## src/design/frp_pkg.sv

```systemverilog
package frp_pkg;

    localparam int PAYLOAD_DEPTH = 256;
    localparam int PAYLOAD_AW = $clog2(PAYLOAD_DEPTH);
    localparam int BANK_AW = PAYLOAD_AW + 1;

    localparam logic [7:0] SYNC_A = 8'hA5;
    localparam logic [7:0] SYNC_B = 8'h5A;
    localparam logic [7:0] TRAILER = 8'hFF;
    localparam logic [15:0] CRC_INIT = 16'hFFFF;
    localparam logic [15:0] CRC_POLY = 16'hA001;

    typedef enum logic
    {
        OP_RECEIVE = 1'b0,
        OP_READ = 1'b1
    } opcode_t;

    typedef enum logic [1:0]
    {
        EV_NONE = 2'd0,
        EV_DELIVERED = 2'd1,
        EV_SKIPPED = 2'd2
    } event_t;

    typedef struct packed
    {
        event_t ev;
        logic [7:0] cmd;
        logic [7:0] len;
        logic rd_ok;
    } result_t;

    typedef struct packed
    {
        logic en;
        logic we;
        logic [BANK_AW-1:0] addr;
        logic [7:0] wdata;
    } mem_req_t;

    function automatic logic [15:0] crc_byte(input logic [15:0] crc_in, input logic [7:0] b);
        logic [15:0] c;
        c = crc_in ^ {8'h00, b};
        for (int k = 0; k < 8; k++)
        begin
            if (c[0])
            begin
                c = (c >> 1) ^ CRC_POLY;
            end
            else
            begin
                c = c >> 1;
            end
        end
        return c;
    endfunction

endpackage

```

## src/design/frp_payload_ram.sv

```systemverilog
module frp_payload_ram
(
    input  logic               clk,
    input  frp_pkg::mem_req_t  req,
    output logic [7:0]         rdata
);

    logic [7:0] mem [2**frp_pkg::BANK_AW];

    always_ff @(posedge clk)
    begin
        if (req.en)
        begin
            if (req.we)
            begin
                mem[req.addr] <= req.wdata;
            end
            else
            begin
                rdata <= mem[req.addr];
            end
        end
    end

endmodule

```

## src/design/frp_parser.sv

```systemverilog
module frp_parser
(
    input  logic                clk,
    input  logic                rst_n,
    input  logic                accept,
    input  logic                opcode,
    input  logic [7:0]          rx_byte,
    input  logic [7:0]          read_index,
    input  logic                consumer_busy,
    output frp_pkg::result_t    result,
    output frp_pkg::mem_req_t   mem_req
);

    typedef enum logic [2:0]
    {
        PH_HUNT,
        PH_SYNC_B,
        PH_LEN,
        PH_CMD,
        PH_PAYLOAD,
        PH_CRC_HI,
        PH_CRC_LO,
        PH_TRAILER
    } phase_t;

    phase_t      phase_reg, phase_next;
    logic [7:0]  len_reg, len_next;
    logic [7:0]  cmd_reg, cmd_next;
    logic [7:0]  count_reg, count_next;
    logic [15:0] crc_reg, crc_next;
    logic [7:0]  crc_hi_reg, crc_hi_next;
    logic        bank_reg, bank_next;
    logic        receiving;
    logic        rd_ok;
    logic        wr_ok;
    logic [7:0]  count_inc;

    assign receiving = accept && (opcode == frp_pkg::OP_RECEIVE);
    assign rd_ok = (opcode == frp_pkg::OP_READ)
        && ({1'b0, read_index} < 9'(frp_pkg::PAYLOAD_DEPTH));
    assign wr_ok = (phase_reg == PH_PAYLOAD)
        && ({1'b0, count_reg} < 9'(frp_pkg::PAYLOAD_DEPTH));
    assign count_inc = count_reg + 8'd1;

    always_comb
    begin
        phase_next = phase_reg;
        len_next = len_reg;
        cmd_next = cmd_reg;
        count_next = count_reg;
        crc_next = crc_reg;
        crc_hi_next = crc_hi_reg;
        bank_next = bank_reg;
        result.ev = frp_pkg::EV_NONE;
        result.cmd = 8'h00;
        result.len = 8'h00;
        result.rd_ok = rd_ok;

        unique case (phase_reg)
            PH_HUNT:
            begin
                if (rx_byte == frp_pkg::SYNC_A)
                begin
                    phase_next = PH_SYNC_B;
                    crc_next = frp_pkg::crc_byte(frp_pkg::CRC_INIT, frp_pkg::SYNC_A);
                end
            end
            PH_SYNC_B:
            begin
                if (rx_byte == frp_pkg::SYNC_B)
                begin
                    phase_next = PH_LEN;
                    crc_next = frp_pkg::crc_byte(crc_reg, rx_byte);
                end
                else if (rx_byte == frp_pkg::SYNC_A)
                begin
                    phase_next = PH_SYNC_B;
                    crc_next = frp_pkg::crc_byte(frp_pkg::CRC_INIT, frp_pkg::SYNC_A);
                end
                else
                begin
                    phase_next = PH_HUNT;
                end
            end
            PH_LEN:
            begin
                len_next = rx_byte;
                crc_next = frp_pkg::crc_byte(crc_reg, rx_byte);
                phase_next = PH_CMD;
            end
            PH_CMD:
            begin
                cmd_next = rx_byte;
                crc_next = frp_pkg::crc_byte(crc_reg, rx_byte);
                count_next = 8'h00;
                phase_next = (len_reg == 8'h00) ? PH_CRC_HI : PH_PAYLOAD;
            end
            PH_PAYLOAD:
            begin
                crc_next = frp_pkg::crc_byte(crc_reg, rx_byte);
                count_next = count_inc;
                if (count_inc >= len_reg)
                begin
                    phase_next = PH_CRC_HI;
                end
            end
            PH_CRC_HI:
            begin
                crc_hi_next = rx_byte;
                phase_next = PH_CRC_LO;
            end
            PH_CRC_LO:
            begin
                if ({crc_hi_reg, rx_byte} == crc_reg)
                begin
                    phase_next = PH_TRAILER;
                end
                else if (rx_byte == frp_pkg::SYNC_A)
                begin
                    phase_next = PH_SYNC_B;
                    crc_next = frp_pkg::crc_byte(frp_pkg::CRC_INIT, frp_pkg::SYNC_A);
                end
                else
                begin
                    phase_next = PH_HUNT;
                end
            end
            PH_TRAILER:
            begin
                if (rx_byte == frp_pkg::TRAILER)
                begin
                    phase_next = PH_HUNT;
                    if (opcode == frp_pkg::OP_RECEIVE)
                    begin
                        result.cmd = cmd_reg;
                        result.len = len_reg;
                        if (consumer_busy)
                        begin
                            result.ev = frp_pkg::EV_SKIPPED;
                        end
                        else
                        begin
                            result.ev = frp_pkg::EV_DELIVERED;
                            bank_next = ~bank_reg;
                        end
                    end
                end
                else if (rx_byte == frp_pkg::SYNC_A)
                begin
                    phase_next = PH_SYNC_B;
                    crc_next = frp_pkg::crc_byte(frp_pkg::CRC_INIT, frp_pkg::SYNC_A);
                end
                else
                begin
                    phase_next = PH_HUNT;
                end
            end
            default:
            begin
                phase_next = PH_HUNT;
            end
        endcase
    end

    always_comb
    begin
        mem_req.wdata = rx_byte;
        if (opcode == frp_pkg::OP_READ)
        begin
            mem_req.en = accept && rd_ok;
            mem_req.we = 1'b0;
            mem_req.addr = {bank_reg, read_index[frp_pkg::PAYLOAD_AW-1:0]};
        end
        else
        begin
            mem_req.en = accept && wr_ok;
            mem_req.we = 1'b1;
            mem_req.addr = {~bank_reg, count_reg[frp_pkg::PAYLOAD_AW-1:0]};
        end
    end

    always_ff @(posedge clk or negedge rst_n)
    begin
        if (!rst_n)
        begin
            phase_reg <= PH_HUNT;
            len_reg <= 8'h00;
            cmd_reg <= 8'h00;
            count_reg <= 8'h00;
            crc_reg <= frp_pkg::CRC_INIT;
            crc_hi_reg <= 8'h00;
            bank_reg <= 1'b0;
        end
        else if (receiving)
        begin
            phase_reg <= phase_next;
            len_reg <= len_next;
            cmd_reg <= cmd_next;
            count_reg <= count_next;
            crc_reg <= crc_next;
            crc_hi_reg <= crc_hi_next;
            bank_reg <= bank_next;
        end
    end

    assert property (@(posedge clk) disable iff (!rst_n)
        accept && (opcode == frp_pkg::OP_READ) |=> $stable(phase_reg) && $stable(bank_reg))
        else $error("parser state changed on a read beat");

    assert property (@(posedge clk) disable iff (!rst_n)
        mem_req.en && mem_req.we |-> mem_req.addr[frp_pkg::PAYLOAD_AW] != bank_reg)
        else $error("payload write into the delivered bank");

    assert property (@(posedge clk) disable iff (!rst_n)
        (result.ev != frp_pkg::EV_NONE) && receiving |=> phase_reg == PH_HUNT)
        else $error("parser did not return to hunting after a frame");

endmodule

```

## src/design/crc_frame_receiver.sv

```systemverilog
// An accepted beat's result is registered in the holding stage, then in the output register.
// One beat per cycle unless stalled; the payload RAM is single port, one access per beat.
// With the output stalled, the holding stage takes one more beat and then input ready drops.
// Reset is asynchronous and active low; it clears the parser, bank select and valid flags.
// The payload RAM is not cleared; only indices below the delivered length may be read.
module crc_frame_receiver
(
    input  logic        clk,
    input  logic        rst_n,
    input  logic        in_valid,
    output logic        in_ready,
    input  logic        opcode,
    input  logic [7:0]  rx_byte,
    input  logic [7:0]  read_index,
    input  logic        consumer_busy,
    output logic        out_valid,
    input  logic        out_ready,
    output logic [1:0]  frame_event,
    output logic [7:0]  frame_command,
    output logic [7:0]  frame_length,
    output logic [7:0]  read_data
);

    frp_pkg::result_t  result;
    frp_pkg::mem_req_t mem_req;
    frp_pkg::result_t  s1_res_reg;
    logic              s1_valid_reg;
    logic              s1_move;
    logic              accept;
    logic [7:0]        ram_rdata;
    logic              out_valid_reg;
    logic [1:0]        out_event_reg;
    logic [7:0]        out_cmd_reg;
    logic [7:0]        out_len_reg;
    logic [7:0]        out_data_reg;

    assign s1_move = s1_valid_reg && (!out_valid_reg || out_ready);
    assign in_ready = !s1_valid_reg || s1_move;
    assign accept = in_valid && in_ready;

    frp_parser u_parser
    (
        .clk           (clk),
        .rst_n         (rst_n),
        .accept        (accept),
        .opcode        (opcode),
        .rx_byte       (rx_byte),
        .read_index    (read_index),
        .consumer_busy (consumer_busy),
        .result        (result),
        .mem_req       (mem_req)
    );

    frp_payload_ram u_ram
    (
        .clk   (clk),
        .req   (mem_req),
        .rdata (ram_rdata)
    );

    always_ff @(posedge clk or negedge rst_n)
    begin
        if (!rst_n)
        begin
            s1_valid_reg <= 1'b0;
            out_valid_reg <= 1'b0;
        end
        else
        begin
            if (accept)
            begin
                s1_valid_reg <= 1'b1;
            end
            else if (s1_move)
            begin
                s1_valid_reg <= 1'b0;
            end
            if (s1_move)
            begin
                out_valid_reg <= 1'b1;
            end
            else if (out_ready)
            begin
                out_valid_reg <= 1'b0;
            end
        end
    end

    always_ff @(posedge clk)
    begin
        if (accept)
        begin
            s1_res_reg <= result;
        end
        if (s1_move)
        begin
            out_event_reg <= s1_res_reg.ev;
            out_cmd_reg <= s1_res_reg.cmd;
            out_len_reg <= s1_res_reg.len;
            out_data_reg <= s1_res_reg.rd_ok ? ram_rdata : 8'h00;
        end
    end

    assign out_valid = out_valid_reg;
    assign frame_event = out_event_reg;
    assign frame_command = out_cmd_reg;
    assign frame_length = out_len_reg;
    assign read_data = out_data_reg;

    assert property (@(posedge clk) disable iff (!rst_n)
        accept |=> s1_valid_reg)
        else $error("accepted beat lost before the holding stage");

    assert property (@(posedge clk) disable iff (!rst_n)
        s1_valid_reg && !s1_move |=> s1_valid_reg && $stable(s1_res_reg))
        else $error("stalled holding stage changed");

    assert property (@(posedge clk) disable iff (!rst_n)
        s1_move |=> out_valid_reg)
        else $error("result did not reach the output register");

    assert property (@(posedge clk) disable iff (!rst_n)
        out_valid_reg && (out_event_reg != frp_pkg::EV_NONE) |-> out_data_reg == 8'h00)
        else $error("frame report carries read data");

endmodule

```

## config.mk

```make
export PLATFORM = sky130hd
export DESIGN_NAME = crc_frame_receiver
export DESIGN_NICKNAME = d
export VERILOG_FILES = /design/src/design/frp_pkg.sv /design/src/design/frp_payload_ram.sv /design/src/design/frp_parser.sv /design/src/design/crc_frame_receiver.sv
export SDC_FILE = /design/constraint.sdc
export NUM_CORES = 2
export LEC_CHECK = 0
export BUFFER_PORTS_ARGS = -buffer_cell sky130_fd_sc_hd__clkbuf_2
export CAP_MARGIN = 20
export CORE_MARGIN = 2
export CORE_UTILIZATION = 45
export CTS_CLUSTER_DIAMETER = 200
export DETAILED_ROUTE_END_ITERATION = 7
export HOLD_SLACK_MARGIN = 0.08
export PLACE_DENSITY_LB_ADDON = 0.3
export SYNTH_ARGS = -nofsm -noshare
export SYNTH_HDL_FRONTEND = slang
export SYNTH_HIERARCHICAL = 1
export SYNTH_SLANG_ARGS = --single-unit
export TNS_END_PERCENT = 10
```

## constraint.sdc

```tcl
create_clock -name clk -period 3.1 [get_ports clk]
set_input_delay 0.31 -clock clk [delete_from_list [all_inputs] [get_ports clk]]
set_output_delay 0.31 -clock clk [all_outputs]
set_load 0.01 [all_outputs]
```

; ---- After elaboration in Yosys (flattened, before gate mapping)
; Memory sizes are Yosys's and may differ from the RTL's. A register that Yosys moved wholly into a read port is not among the register bits.
; Index checks and enable logic that the tools add are counted.
[totals]
inputBits = 22
latch_bits = 0
mem_bits_ro = 0
mem_count = 1
ramBits = 4096
output_inout_bits = 28
regBits = 99
[memory_table]
columns = memory, words, word_bits, read_ports, rd_clocked_by_memory_dff, write_ports, line
row1 = u_ram.mem, 512, 8, 1, 1, 1, frp_payload_ram.sv:8  ; logic [7:0] mem [2**frp_pkg::BANK_AW];
[classes]
addsub = 1
mux = 87
bitwise_logic = 36
multipliers = 0
n_eq_ne = 15
n_reduce_logical = 24
shift = 0
magnitude_cmp = 1
n_div = 0
[op_table]
columns = op, n
row1 = 16-bit two-way mux, 68
row2 = 16-bit case mux with 7 select lines, 1
row3 = 2-bit NOT with 3-bit output, 29
row4 = 3-bit case mux with 8 select lines, 1
row5 = 16-bit == test, 1
row6 = 8-bit == test (second input constant), 2
row7 = 8-bit case mux with 2 select lines, 1
row8 = 16-bit by 8-bit XOR with 16-bit output, 1
row9 = 3-bit two-way mux, 5
row10 = 3-bit == test (second input constant), 4
row11 = 11-bit two-way mux, 1
row12 = 2-bit AND reduction, 5
row13 = 1-bit two-way mux, 9
row14 = 8-bit by 1-bit adder with 8-bit output (second input constant), 1
row15 = 8-bit by 7-bit == test with 1-bit output (second input constant), 1
row16 = 8-bit greater-or-equal comparator, 1
row17 = 8-bit zero test, 1
row18 = 7-bit nonzero test, 1
row19 = 3-bit by 2-bit == test with 1-bit output (second input constant), 2
row20 = 2-bit != test (second input constant), 3
row21 = 1-bit NOT, 6
row22 = 2-bit nonzero test, 3
row23 = 1-bit logical AND, 5
row24 = 5-bit AND reduction, 1
row25 = 9 further kinds, 11

; ---- Depth between registers and ports, before layout
[depth]
depth_word = 33
ltp_mapped = 16
depth_no_buf = 11

; ---- Cells and area by module
; Netlist, hierarchy kept.
[by_module_without_submodules]
columns = mod, instances, seq_area_each_um2, area_per_inst_um2, cells_each
row1 = frp_payload_ram, 1, 123238.2, 159231.5, 7539
row2 = frp_parser, 1, 1321.3, 3119.2, 305
row3 = crc_frame_receiver, 1, 1401.3, 1505.2, 61

; ---- Worst setup path after synthesis
; Ideal clock, no wire load.
[synth_path]
path_type = in2reg
start = in opcode
end = mem u_ram.mem[462][0], enable pin
arrival_ns = 3.366
stages = 14
setup_slack_ns = -0.637
path_buffers = 10
path_cell_list = clkbuf_1 > mux2_2 > buf_6 > buf_12 > buf_12 > buf_6 > buf_6 > buf_4 > buf_4 > buf_2 > nor3_1 > nand2_1 > clkbuf_1 > nor2_1
[synth_lines]
columns = element, line
row1 = from (decl), crc_frame_receiver.sv:12  ; input logic opcode,
row2 = to (decl), frp_payload_ram.sv:8

==> results.cfg <==
[worst_setup_path]
path_class = reg2reg
r2r_cells = 14
r2r-end = u_ram/rdata[3]$_DFFE_PP_
r2r_setup_slack_ns = -1.00
arrival_ns = 4.83
path_max_fanout = 7
endpoint_kind = flop
crit_required_ns = 3.83
r2r-start = u_parser/count_reg[0]$_DFFE_PN0P_
cp-start-kind = flop

[floorplan]
top_level_ports = 50
initial_utilization_pct = 45.2
die-area_sq_um = 369000
die_w_um = 607
die_y_um = 607
rows = 221
core-area_sq_um = 363000

[sta]
final.min_clock_period_ns = 4.10
fin_crit_sh_pct = 132
max_freq_mhz = 244
setup_slack_ns = -1.00
tns_ns = -8.83
hold_viol = 0
rsz0062_at_grt = yes
final-setup-viol-count = 101
slew_headroom_pct = -2.46
skew_ns = 0.0724
tightest_slew_ns = 1.54
final_max_slew_viol_count = 40

[logic_synthesis]
synth_area_leaders = edfxtp_1, mux4_2, mux2i_1, nor2_1, o22ai_1
syn_avg_cell_area_sq_um = 20.7
yosys_warnings = 6
synth-edff-count = 4149
ys_seq_elements = 4203
yosysSeqAreaShare_pct = 76.9
ys.flop_type = edfxtp_1
syn_inst = 7905
synth_area_sq_um = 164000
synth_common_cells = edfxtp_1, mux4_2, nor2_1
syn-num-nets = 7940
yosysUniqueCellTypes = 85
async_reset_ff_share_pct = 1.28
yosys.area.top_type = edfxtp_1
synth_top_area_share_pct = 76.0
synth_most_common_cell = edfxtp_1

[grt]
grt-ovfl-total = 0
grt_pass1_vias = 87615
global_route.usage.met1_pct = 34.4
grt_pass1_wl_um = 655000
grt_busiest_layer = met2
grt_max_degree = 216
grt_util_all_layers_pct = 24.6
antenna_found_initial = 11
grt.met3_usage_pct = 4.40
use_met2_pct = 39.0

[cts]
clkLatencyLatePin_ns = 0.98
cts_buffer_depth = 4
cts_root_buf = clkbuf_16
cts_made_buffers = 420
htreeDepth = 5
clkTransAtPathRegs_ns = 0.06
cts.sinks = 4203
cts_tree = done

[run_status]
violations = max-slew violations, negative setup slack
status = finished, violations left

[min_path]
min_path_cells = 6
min_from = opcode
min_path_type = in2reg
hold_end = u_parser/phase_reg[0]$_DFFE_PN0P_

[cells_and_area]
n_fill_cell = 26584
drive_gt1_share_pct = 38.5
seq_area_sq_um = 126000
multiInputGateArea_sq_um = 39600
fin_nets = 9405
syn_to_final_growth_pct = 23.4
largest_reg_flops = 4096
utilization_pct = 55.8
final_cells = 14521
fin_area_sq_um = 202000

[placement]
port_buffers = 49
dpl.hpwl_um = 305000
globalplace.congestion = 0.928
placed_cell_area_sq_um = 186000
place_inst = 13637

[detailed_routing]
wl_per_cell_um = 31.8
drt-initial-drc-count = 11994
finalWirelength_um = 462000
post-route-drc-count = 0
ant_nets = 0
vias = 87933
vias_per_cell = 6.06
firstDrtPassIters = 6

[pwr]
power.leakage_nw = 65.5
powerDensity_nw_per_um2 = 673
ir_worst_vdd_mv = 0.532
total_power_w = 0.136

[run]
cap_viol_max_count = 0
-- critical path, cell delays in order, from the launching register on --
cell	delay [ns]
dfrtp_1	0.39
mux2_8	0.42
buf_12	0.19
buf_12	0.15
buf_4	0.13
mux4_2	0.45
a22oi_2	0.16
buf_4	0.17
o22ai_2	0.10
a211oi_2	0.19
buf_4	0.18
and4_4	0.32
nand4_1	0.31
buf_4	0.28
or4_4	0.40
-- layout make-up --
cell class              count  share of cell area (%)
multi-input cells        3199                    19.6
inverters                  29                  0.0625
clock buffers             510                    5.45
flip-flops and latches   4203                    62.3
repair buffers           1517                    8.24
clock inverters           265                    1.35
diodes                      4                 0.00495
well taps                4794                    2.97
-- per-stage QoR --
step | setup WS [ns] | hold slack, ns
global placement | -1.84 | 0.202
floorplan | -0.224 | 0.0144
finish | -1.00 | 0.177
detailed placement | -1.80 | 0.205
CTS | -0.962 | 0.0954
global route | -1.00 | 0.186
-- cells by family (layout without fill, tap and decap cells) --
group / Yosys count / in the layout / synth area share [%]
AO/OA/AOI/OAI: 625 / 625 / 2.53
XOR/XNOR: 33 / 33 / 0.186
adder cells (fa/ha/maj): 13 / 13 / 0.0993
buffers and inverters: 504 / 2321 / 1.60
flip-flops: 4203 / 4203 / 76.9
multiplexers: 1440 / 1441 / 15.7
other: 0 / 4 / 0
AND/OR/NAND/NOR: 1087 / 1087 / 2.99
-- power breakdown --
group          switching (W)  leakage, nW  total, W  internal (W)
Clock                 0.0216         6.66    0.0508        0.0292
Sequential          0.000218         38.0    0.0631        0.0628
Combinational         0.0116         20.8    0.0223        0.0107
Total                 0.0334         65.5     0.136         0.103
-- placed cells by master (no fill, tap or decap), drive strengths merged, types with 19 or more instances in the layout --
| cell | n |
|---|---|
| a211oi | 24 |
| a21oi | 81 |
| a22o | 25 |
| a22oi | 88 |
| and2 | 32 |
| buf | 1453 |
| bufinv | 46 |
| clkbuf | 556 |
| clkinv | 179 |
| clkinvlp | 25 |
| dfrtp | 38 |
| edfxtp | 4149 |
| inv | 44 |
| mux2 | 64 |
| mux2i | 477 |
| mux4 | 900 |
| nand2 | 186 |
| nand3 | 78 |
| nand4 | 59 |
| nor2 | 580 |
| nor4 | 34 |
| o211ai | 24 |
| o21ai | 105 |
| o22ai | 174 |
| xnor2 | 19 |
-- metal layers --
metal	wire length, um	vias up
met4	20100	6
met5	35	-
met3	44800	874
met2	218000	4649
li1	-	35860
met1	180000	46544
-- worst max-delay path by stage --
stage,from,end,slack (ns),depth (start not counted)
finish,u_parser/count_reg[0]$_DFFE_PN0P_,u_ram/rdata[3]$_DFFE_PP_,-1.00,14
global route,u_parser/count_reg[0]$_DFFE_PN0P_,u_ram/rdata[0]$_DFFE_PP_,-1.00,11
CTS,u_parser/count_reg[0]$_DFFE_PN0P_,u_ram/rdata[3]$_DFFE_PP_,-0.96,12
detailed placement,opcode,u_ram/rdata[3]$_DFFE_PP_,-1.80,14
floorplan,opcode,u_ram/mem[183][0]$_DFFE_PP_,-0.22,9
global placement,opcode,u_ram/rdata[3]$_DFFE_PP_,-1.84,14
-- what timing repair did --
| item | CTS | global route |
|---|---|---|
| gates cloned | 4 | 5 |
| endpoints found under the setup margin | 1373 | 852 |
| hold buffers | 17 | 0 |
| resized for setup | 147 | 134 |
| buffers inserted | 42 | 45 |
| hold endpoints to repair | 606 | 0 |
| pin swaps | 42 | 83 |
No activity file was read; power rests on OpenSTA's default activity.
